<file path="config.mk">
export PLATFORM = sky130hd
export DESIGN_NAME = radial_glow_blend
export DESIGN_NICKNAME = d
export VERILOG_FILES = /design/src/rtl/core/rglow_pkg.sv /design/src/rtl/core/radial_glow_blend.sv
export SDC_FILE = /design/constraint.sdc
export NUM_CORES = 2
export LEC_CHECK = 0
export CORE_ASPECT_RATIO = 1.5
export CORE_MARGIN = 2
export CORE_UTILIZATION = 61
export CTS_CLUSTER_DIAMETER = 30
export DETAILED_ROUTE_END_ITERATION = 10
export DONT_BUFFER_PORTS = 1
export PLACE_DENSITY = 0.88
export REMOVE_ABC_BUFFERS = 1
export SLEW_MARGIN = 20
export SYNTH_ARGS = -nofsm -noshare
export SYNTH_HDL_FRONTEND = slang
export SYNTH_SLANG_ARGS = --single-unit
</file>
<file path="constraint.sdc">
create_clock -name i_clk -period 22.3 [get_ports i_clk]
set_clock_uncertainty 0.05 [all_clocks]
set_input_delay 2.23 -clock i_clk [delete_from_list [all_inputs] [get_ports i_clk]]
set_output_delay 2.23 -clock i_clk [all_outputs]
set_load 0.01 [all_outputs]
</file>
<file path="src/rtl/core/rglow_pkg.sv">
// Package for the radial glow blend block.
// Holds channel and gain widths and configuration register indexes; no dependencies.
package rglow_pkg;
    localparam int CH_W      = 8;
    localparam int GAIN_W    = 10;
    localparam int REG_IDX_W = 2;
    localparam logic [REG_IDX_W-1:0] REG_CENTER_X = 2'd0;
    localparam logic [REG_IDX_W-1:0] REG_CENTER_Y = 2'd1;
    localparam logic [REG_IDX_W-1:0] REG_RADIUS   = 2'd2;
    localparam logic [REG_IDX_W-1:0] REG_GAIN     = 2'd3;
    localparam logic [GAIN_W-1:0]    GAIN_RESET   = 10'd256;
    localparam logic [CH_W-1:0]      CH_MAX       = 8'd255;

    typedef logic [3*CH_W-1:0] t_rgb;
endpackage

</file>
<file path="src/rtl/core/radial_glow_blend.sv">
// Radial glow blend: one pixel request per clock, fully pipelined, no stall path.
// Each pixel passes stage A (absolute differences), stage B (squared distance), the square
// root pipeline (one root bit per stage), stage C (inside test), stage D (fade product),
// the quotient pipeline (one quotient bit per stage) and the saturating add output stage.
// Throughput: one pixel every cycle. Synchronous active-low reset clears valid bits and
// loads register defaults. Depends on rglow_pkg.
module radial_glow_blend
    import rglow_pkg::*;
#(
    parameter int COORD_BITS     = 12,
    parameter int DIST_FRAC_BITS = 4
) (
    input  logic                  i_clk,
    input  logic                  i_rst_n,
    input  logic                  start,
    output logic                  busy,
    input  logic                  i_cfg_we,
    input  logic [REG_IDX_W-1:0]  i_cfg_idx,
    input  logic [((COORD_BITS > GAIN_W) ? COORD_BITS : GAIN_W)-1:0] i_cfg_data,
    input  logic [COORD_BITS-1:0] i_pixel_x,
    input  logic [COORD_BITS-1:0] i_pixel_y,
    input  logic [CH_W-1:0]       i_red_in,
    input  logic [CH_W-1:0]       i_green_in,
    input  logic [CH_W-1:0]       i_blue_in,
    output logic                  o_valid,
    output logic [CH_W-1:0]       o_red_out,
    output logic [CH_W-1:0]       o_green_out,
    output logic [CH_W-1:0]       o_blue_out,
    output logic                  o_in_glow
);
    localparam int C     = COORD_BITS;
    localparam int F     = DIST_FRAC_BITS;
    localparam int VW    = 2 * C + 1 + 2 * F;
    localparam int RW    = (VW + 1) / 2;
    localparam int SW    = 2 * RW;
    localparam int RADW  = C + F;
    localparam int NW    = RADW + GAIN_W;
    localparam int QW    = GAIN_W;

    // configuration
    logic [C-1:0]      r_cx, r_cy, r_radius;
    logic [GAIN_W-1:0] r_gain;
    logic [RADW-1:0]   rad;

    always_ff @(posedge i_clk) begin
        if (!i_rst_n) begin
            r_cx     <= '0;
            r_cy     <= '0;
            r_radius <= '0;
            r_gain   <= GAIN_RESET;
        end else if (i_cfg_we) begin
            case (i_cfg_idx)
                REG_CENTER_X: r_cx     <= i_cfg_data[C-1:0];
                REG_CENTER_Y: r_cy     <= i_cfg_data[C-1:0];
                REG_RADIUS:   r_radius <= i_cfg_data[C-1:0];
                REG_GAIN:     r_gain   <= i_cfg_data[GAIN_W-1:0];
                default: ;
            endcase
        end
    end

    assign rad  = RADW'(r_radius) << F;
    assign busy = 1'b0;

    // stage A: absolute differences
    logic         r_a_vld;
    logic [C-1:0] r_a_dx, r_a_dy;
    t_rgb         r_a_rgb;

    always_ff @(posedge i_clk) begin
        if (!i_rst_n) begin
            r_a_vld <= 1'b0;
        end else begin
            r_a_vld <= start;
        end
        r_a_dx  <= (i_pixel_x >= r_cx) ? i_pixel_x - r_cx : r_cx - i_pixel_x;
        r_a_dy  <= (i_pixel_y >= r_cy) ? i_pixel_y - r_cy : r_cy - i_pixel_y;
        r_a_rgb <= {i_red_in, i_green_in, i_blue_in};
    end

    // stage B: squared distance, scaled for fraction bits
    logic          r_b_vld;
    logic [SW-1:0] r_b_v;
    t_rgb          r_b_rgb;
    logic [VW-1:0] d2;

    assign d2 = VW'({C'(0), r_a_dx} * {C'(0), r_a_dx})
                + VW'({C'(0), r_a_dy} * {C'(0), r_a_dy});

    always_ff @(posedge i_clk) begin
        if (!i_rst_n) begin
            r_b_vld <= 1'b0;
        end else begin
            r_b_vld <= r_a_vld;
        end
        r_b_v   <= SW'(d2) << (2 * F);
        r_b_rgb <= r_a_rgb;
    end

    // square root pipeline: one root bit per stage
    logic          r_sq_vld  [RW];
    logic [RW+1:0] r_sq_rem  [RW];
    logic [RW-1:0] r_sq_root [RW];
    logic [SW-1:0] r_sq_v    [RW];
    t_rgb          r_sq_rgb  [RW];

    logic [RW+1:0] n_sq_rem  [RW];
    logic [RW-1:0] n_sq_root [RW];

    always_comb begin
        for (int s = 0; s < RW; s++) begin
            logic [RW+1:0] rem_in;
            logic [RW+1:0] trial;
            logic [RW-1:0] root_in;
            logic [SW-1:0] v_in;
            rem_in  = '0;
            trial   = '0;
            if (s == 0) begin
                root_in = '0;
                v_in    = r_b_v;
                rem_in  = {RW'(0), v_in[SW-1 -: 2]};
            end else begin
                root_in = r_sq_root[s-1];
                v_in    = r_sq_v[s-1];
                rem_in  = {r_sq_rem[s-1][RW-1:0], v_in[SW-1 -: 2]};
            end
            trial = {root_in, 2'b01};
            if (rem_in >= trial) begin
                n_sq_rem[s]  = rem_in - trial;
                n_sq_root[s] = {root_in[RW-2:0], 1'b1};
            end else begin
                n_sq_rem[s]  = rem_in;
                n_sq_root[s] = {root_in[RW-2:0], 1'b0};
            end
        end
    end

    always_ff @(posedge i_clk) begin
        if (!i_rst_n) begin
            for (int s = 0; s < RW; s++) r_sq_vld[s] <= 1'b0;
        end else begin
            r_sq_vld[0] <= r_b_vld;
            for (int s = 1; s < RW; s++) r_sq_vld[s] <= r_sq_vld[s-1];
        end
        r_sq_v[0]   <= r_b_v << 2;
        r_sq_rgb[0] <= r_b_rgb;
        for (int s = 1; s < RW; s++) begin
            r_sq_v[s]   <= r_sq_v[s-1] << 2;
            r_sq_rgb[s] <= r_sq_rgb[s-1];
        end
        for (int s = 0; s < RW; s++) begin
            r_sq_rem[s]  <= n_sq_rem[s];
            r_sq_root[s] <= n_sq_root[s];
        end
    end

    // stage C: inside test and distance to the rim
    logic            r_c_vld, r_c_in;
    logic [RADW-1:0] r_c_diff;
    t_rgb            r_c_rgb;
    logic [RW-1:0]   root_dist;
    logic            in_rad;

    assign root_dist = r_sq_root[RW-1];
    assign in_rad    = (rad != '0) && (root_dist < RW'(rad));

    always_ff @(posedge i_clk) begin
        if (!i_rst_n) begin
            r_c_vld <= 1'b0;
        end else begin
            r_c_vld <= r_sq_vld[RW-1];
        end
        r_c_in   <= in_rad;
        r_c_diff <= in_rad ? RADW'(RW'(rad) - root_dist) : '0;
        r_c_rgb  <= r_sq_rgb[RW-1];
    end

    // stage D: fade numerator, diff * gain * 255 / 256
    logic            r_d_vld, r_d_in;
    logic [NW-1:0]   r_d_num;
    t_rgb            r_d_rgb;
    logic [NW-1:0]   prod;
    logic [NW+7:0]   prod255;

    assign prod    = NW'(r_c_diff) * NW'(r_gain);
    assign prod255 = ({8'd0, prod} << 8) - {8'd0, prod};

    always_ff @(posedge i_clk) begin
        if (!i_rst_n) begin
            r_d_vld <= 1'b0;
        end else begin
            r_d_vld <= r_c_vld;
        end
        r_d_in  <= r_c_in;
        r_d_num <= prod255[NW+7:8];
        r_d_rgb <= r_c_rgb;
    end

    // quotient pipeline: one quotient bit per stage, MSB first
    logic          r_dv_vld [QW];
    logic          r_dv_in  [QW];
    logic [NW-1:0] r_dv_rem [QW];
    logic [QW-1:0] r_dv_q   [QW];
    t_rgb          r_dv_rgb [QW];

    logic [NW-1:0] n_dv_rem [QW];
    logic [QW-1:0] n_dv_q   [QW];

    always_comb begin
        for (int k = 0; k < QW; k++) begin
            logic [NW-1:0] rem_in;
            logic [QW-1:0] q_in;
            logic [NW-1:0] dsh;
            rem_in = (k == 0) ? r_d_num : r_dv_rem[(k == 0) ? 0 : k-1];
            q_in   = (k == 0) ? '0 : r_dv_q[(k == 0) ? 0 : k-1];
            dsh    = NW'(rad) << (QW - 1 - k);
            if (rem_in >= dsh) begin
                n_dv_rem[k] = rem_in - dsh;
                n_dv_q[k]   = {q_in[QW-2:0], 1'b1};
            end else begin
                n_dv_rem[k] = rem_in;
                n_dv_q[k]   = {q_in[QW-2:0], 1'b0};
            end
        end
    end

    always_ff @(posedge i_clk) begin
        if (!i_rst_n) begin
            for (int k = 0; k < QW; k++) r_dv_vld[k] <= 1'b0;
        end else begin
            r_dv_vld[0] <= r_d_vld;
            for (int k = 1; k < QW; k++) r_dv_vld[k] <= r_dv_vld[k-1];
        end
        r_dv_in[0]  <= r_d_in;
        r_dv_rgb[0] <= r_d_rgb;
        for (int k = 1; k < QW; k++) begin
            r_dv_in[k]  <= r_dv_in[k-1];
            r_dv_rgb[k] <= r_dv_rgb[k-1];
        end
        for (int k = 0; k < QW; k++) begin
            r_dv_rem[k] <= n_dv_rem[k];
            r_dv_q[k]   <= n_dv_q[k];
        end
    end

    // output stage: saturating add on each channel
    logic          r_o_vld, r_o_in;
    t_rgb          r_o_rgb;
    logic [QW-1:0] add;
    t_rgb          src_rgb;
    t_rgb          sum_rgb;

    assign src_rgb = r_dv_rgb[QW-1];
    // drop the quotient outside the radius: a zero radius makes every trial pass
    assign add     = r_dv_in[QW-1] ? r_dv_q[QW-1] : '0;

    always_comb begin
        for (int c = 0; c < 3; c++) begin
            logic [QW:0] s;
            s = {1'b0, add} + (QW+1)'(src_rgb[c*CH_W +: CH_W]);
            sum_rgb[c*CH_W +: CH_W] = (s > (QW+1)'(CH_MAX)) ? CH_MAX : s[CH_W-1:0];
        end
    end

    always_ff @(posedge i_clk) begin
        if (!i_rst_n) begin
            r_o_vld <= 1'b0;
        end else begin
            r_o_vld <= r_dv_vld[QW-1];
        end
        r_o_in  <= r_dv_in[QW-1];
        r_o_rgb <= sum_rgb;
    end

    assign o_valid     = r_o_vld;
    assign o_in_glow   = r_o_in;
    assign o_red_out   = r_o_rgb[3*CH_W-1 -: CH_W];
    assign o_green_out = r_o_rgb[2*CH_W-1 -: CH_W];
    assign o_blue_out  = r_o_rgb[CH_W-1:0];
endmodule
</file>
Word-level counts from Yosys, hierarchy flattened. Memory sizes are Yosys's and may differ from the RTL's. A register that Yosys moved wholly into a read port is not among the register bits. Cells that the tools add are included.

Flip-flop bits (word level): 240. Memory bits (writable): 2201. Bits of input ports: 66. Output and inout port bits: 27. Word-level logic and storage cells: 229. Memories kept: 10.

$add $sub $neg: 37. $mul: 3. Magnitude comparators: 33. Equal/unequal tests: 3. Mux-type cells: 86. Bitwise operators: 27. Reduce and logical (&&, ||, !) cells: 9.

Memory list: r_sq_v (depth 17, bits a word 32, read ports 16, clocked after Yosys merged registers in 0, wr ports 17, line radial_glow_blend.sv:104) `logic [SW-1:0] r_sq_v [RW];`; r_sq_rgb (depth 17, bits a word 24, read ports 17, clocked after Yosys merged registers in 1, wr ports 17, line radial_glow_blend.sv:105) `t_rgb r_sq_rgb [RW];`; r_sq_rem (depth 17, bits a word 19, read ports 16, clocked after Yosys merged registers in 0, wr ports 17, line radial_glow_blend.sv:102) `logic [RW+1:0] r_sq_rem [RW];`; r_sq_root (depth 17, bits a word 17, read ports 17, clocked after Yosys merged registers in 0, wr ports 17, line radial_glow_blend.sv:103) `logic [RW-1:0] r_sq_root [RW];`; r_dv_rem (depth 10, bits a word 26, read ports 9, clocked after Yosys merged registers in 0, wr ports 10, line radial_glow_blend.sv:202) `logic [NW-1:0] r_dv_rem [QW];`; r_dv_rgb (depth 10, bits a word 24, read ports 10, clocked after Yosys merged registers in 0, wr ports 10, line radial_glow_blend.sv:204) `t_rgb r_dv_rgb [QW];`; 4 more memories.

Operators with widths (number): $mux W19 (17); $ge A19 B19 Y1 (16); $sub A19 B19 Y19 (16); $mux W26 (10); $mux W1 (56); $mul A12 B12 Y24 (2); $sub A12 B12 Y12 (4); $sub A34 B26 Y34 (1); $add A10 B8 Y11 (3); $gt A11 B8 Y1 const B (3); $or A1 B1 Y1 (27); $ge A26 B16 Y1 (1); $ge A26 B17 Y1 (1); $ge A26 B18 Y1 (1); $ge A26 B19 Y1 (1); $ge A26 B20 Y1 (1); $ge A26 B21 Y1 (1); $ge A26 B22 Y1 (1); $ge A26 B23 Y1 (1); $ge A26 B24 Y1 (1); $ge A26 B25 Y1 (1); $mul A16 B10 Y26 (1); $sub A26 B16 Y26 (1); $sub A26 B17 Y26 (1); 23 further kinds (30).

Logic depth before layout (Yosys ltp). An unclocked memory read counts as a cell.

Word-level depth: 4. Gate-level depth with buffers: 34. Depth with buffers taken out: 32.

Worst setup path after synthesis. OpenSTA, ideal clock, no wires.

Kind: register -> register. Start: reg r_gain[3]. End: reg r_d_num[19]. Library setup time: 0.130 ns. Arrival time: 7.153 ns. Data required time: 22.120 ns. Setup slack: 14.967 ns. Stages on the path, launching flop included: 33. Buffers on the path: 2. Clock period less this slack: 7.333 ns. Cells stage by stage: dfxtp_1 > clkbuf_1 > clkbuf_1 > nand2_1 > fa_1 > inv_1 > fa_1 > inv_1 > fa_1 > inv_1 > fa_1 > inv_1 > fa_1 > inv_1 > ha_1 > a21oi_1 > o21ai_0 > a21oi_1 > a21oi_1 > or4b_1 > and3_4 > inv_1 > ha_1 > a21o_1 > a21oi_1 > and2_1 > a22o_1 > a21oi_2 > a31o_2 > a31oi_1 > o21bai_1 > a21boi_0 > xnor2_1.

Cells in the longest elaborated chain, start to end: 2.

Ends and longest elaborated chain: start, declared (line radial_glow_blend.sv:42) `logic [GAIN_W-1:0] r_gain;`; start signal, assigned (line radial_glow_blend.sv:56) `REG_GAIN: r_gain <= i_cfg_data[GAIN_W-1:0];`; $mul A16 B10 Y26 (line radial_glow_blend.sv:185) `assign prod = NW'(r_c_diff) * NW'(r_gain);`; $sub A34 B26 Y34 (line radial_glow_blend.sv:186) `assign prod255 = ({8'd0, prod} << 8) - {8'd0, prod};`; net prod255[27] (line radial_glow_blend.sv:183) `logic [NW+7:0] prod255;`; end signal, assigned (line radial_glow_blend.sv:195) `r_d_num <= prod255[NW+7:8];`; end, declared (line radial_glow_blend.sv:180) `logic [NW-1:0] r_d_num;`.

The timed path passes the listed nets, and every way through them passes these cells. A chain may end at the register's enable or synchronous reset.

Worst setup path after layout.
Start: reg r_gain[7]. End: reg r_d_num[19].

Same word-level chain as after synthesis.

==> impl_metrics.yaml <==
synth:
  synth_area_mm2: 0.0713
  yosys.area.top_type: "dfxtp_1"
  synthCells: 6634
  synth_top_area_share_pct: 50.3
  yosysSeqAreaShare_pct: 50.3
  synth_edf_count: 0
  synth_seq_cells: 1793
  syn_area_per_cell_um2: 10.7
  ys.flop_type: "dfxtp_1"
  yosys_warnings: 0
  synthArstFlopShare_pct: 0
  synth.area.top_cells: "dfxtp_1 (50%), ha_1 (9.9%), fa_1 (9.2%)"
  ys_types: 87
cells_and_area:
  final_cell_mix: "dfxtp_1 (1793), inv_1 (755), ha_1 (563)"
  area_growth_syn_to_layout_pct: 12.8
  final.fill_count: 7801
  layout_commonest_cell: "dfxtp_1"
  nNetsFinal: 7696
  drive_gt1_share_pct: 6.92
run:
  drv_cap: 0
critical_path:
  crit_arrival_ps: 8700
  r2r_setup_slack_ps: 14200
  required_ps: 22890
  critPathLaunchType: "flop"
  r2r-start: "r_gain[7]"
  critPathMaxFanout: 17
  regToRegEndpoint: "r_d_num[19]"
  rr_worst_depth: 27
  worstSetupStartpoint: "r_gain[7]"
  cp-end-kind: "flop"
  crit_path_end: "r_d_num[19]"
  criticalPathCategory: "flop to flop"
routing:
  drtAntennaViolNets: 0
  num_vias: 46100
  finalWirelength_um: 149000
  drc: 0
  wl_per_cell_um: 17.6
  viasPerCell: 5.45
  firstDrtPassIters: 6
  drt_iter0_drc: 2645
global_route:
  grt_max_degree: 79
  first_global_vias: 49800
  grt_pass1_wl_um: 241000
  antenna_found_initial: 1
  grt.total_usage_pct: 25.0
  grt_overflow: 0
floorplanning:
  start_util_pct: 61.5
  die_x_um: 283
  die_height_um: 423
  ioPinCount: 93
  dieArea_mm2: 0.120
  core_mm2: 0.116
  rows: 153
cts:
  cts_made_buffers: 207
  postCtsSetupBuffers: 0
  cts_resized: 0
  cts-root-buf: "clkbuf_16"
  clk_pin_slew_ps: 60
  clock-sinks: 1793
  cts_tree: "built"
  cts_max_level: 4
  cts_buffer_depth: 3
  cts_hold_buf: 0
  clk_latency_ps: 850
sta:
  finalCriticalPeriod_ps: 8100
  tns_ps: 0
  timing.fmax_mhz: 123
  period_share_pct: 36.3
  rsz0062_at_grt: "false"
  timing.hold.ws_ps: 219
  max_slew_margin_pct: 31.1
  setup_viol: 0
  drv_slew: 0
  hold_viol_final: 0
  worstMarginPinSlew_ps: 1020
placed_design:
  place_congestion: 0.917
  place_hpwl_um: 104000
  port_buffers: 0
outcome:
  outcome: "complete, no violations"
worst_hold_path:
  hold_class: "flop to flop"
## cell type report
cell class | instances | area [um2] | share of cell area, %
clock inverter | 146 | 2020 | 2.51
timing repair buffer | 12 | 90.1 | 0.112
sequential | 1793 | 35900 | 44.6
clock buffer | 240 | 5460 | 6.80
tap | 1550 | 1940 | 2.41
inverter | 756 | 2840 | 3.53
antenna | 1 | 2.50 | 0.00311
multi-input combinational | 3970 | 32200 | 40.0
## per-stage QoR
stage / setup slack, ps / area (um2) / util, % / instances
6_report: 14200 / 80400 / 69.3 / 8468
4_1_cts: 14230 / 80400 / 69.3 / 8467
3_5_place_dp: 14320 / 72900 / 62.9 / 8081
2_1_floorplan: 15190 / 70900 / - / 6519
3_3_place_gp: 14440 / 72900 / 62.8 / 8081
5_1_grt: 13750 / 80400 / 69.3 / 8468
## routing by layer
layer | global-route usage (%) | vias up | part of all wire [%]
met5 | 0 | - | 0
met4 | 16.7 | 0 | 6.9
met3 | 4.95 | 637 | 4.6
met2 | 47.5 | 1360 | 53
met1 | 24.0 | 22100 | 35
li1 | - | 22000 | -
## state kept, by name, summed over array words and instances, names as in the netlist, 17 cells and up
register	count
r_sq_vld	17
r_dv_q	55
r_d_num	26
r_c_rgb	24
r_dv_rgb	240
r_sq_rgb	408
r_sq_v	156
r_b_v	25
r_sq_rem	245
r_dv_rem	234
r_sq_root	153
r_o_rgb	24
r_a_rgb	24
r_d_rgb	24
r_b_rgb	24
## Yosys cell counts (all sizes together) (37+ instances only)
master	number
dfxtp	1793
inv	755
ha	563
nand2	473
a21oi	346
fa	327
nor2	325
xnor2	255
o21ai	218
and2	216
xor2	130
a21o	109
clkbuf	103
nor3	98
nor2b	78
nand2b	73
a21boi	72
nand3	70
o21a	69
nor4	55
nand4	44
or3	42
mux2	41
o21bai	37
## worst min path at each step
| stage | startpoint | end | slack [ps] | depth (start not counted) |
|---|---|---|---|---|
| 2_1_floorplan | r_a_rgb[0] | r_b_rgb[0] | 260 | 0 |
| 3_3_place_gp | r_sq_v[0][77] | r_sq_v[0][111] | 260 | 0 |
| 3_5_place_dp | r_sq_rgb[16][22] | r_c_rgb[22] | 260 | 0 |
| 4_1_cts | r_dv_q[1][1] | r_dv_q[2][2] | 210 | 0 |
| 5_1_grt | r_dv_q[1][1] | r_dv_q[2][2] | 220 | 0 |
| 6_report | r_a_rgb[11] | r_b_rgb[11] | 220 | 0 |
## logic make-up (layout without fill, tap and decap cells)
kind of cell,Yosys count,count (layout),synth area share (%)
adders and majority gates,890,890,19.1
other,1,3,0.00526
muxes,65,65,0.984
DFF,1793,1793,50.3
AOI/OAI and AO/OA,1021,1021,8.96
buffers and inverters,872,1154,4.61
and+or+nand+nor,1607,1607,11.3
xor gates and xnor gates,385,385,4.74
## worst max-delay path, stage by stage, from the launching register on
cell	delay, ps
dfxtp_1	770
and2_1	240
fa_1	440
fa_1	540
fa_1	520
fa_1	560
inv_1	60
fa_1	530
inv_1	40
ha_1	360
a21oi_1	160
o21ai_0	100
a21oi_1	510
a21oi_1	210
or4b_1	530
and3_4	200
inv_1	60
ha_1	290
a21o_1	190
a21oi_1	210
and2_1	200
a22o_1	150
a21oi_2	60
a31o_2	260
a31oi_1	260
o21bai_1	90
a21boi_0	230
xnor2_1	90
Power is not shown: default switching activity piles up to over one toggle a cycle in this logic, so the estimate is an artifact.
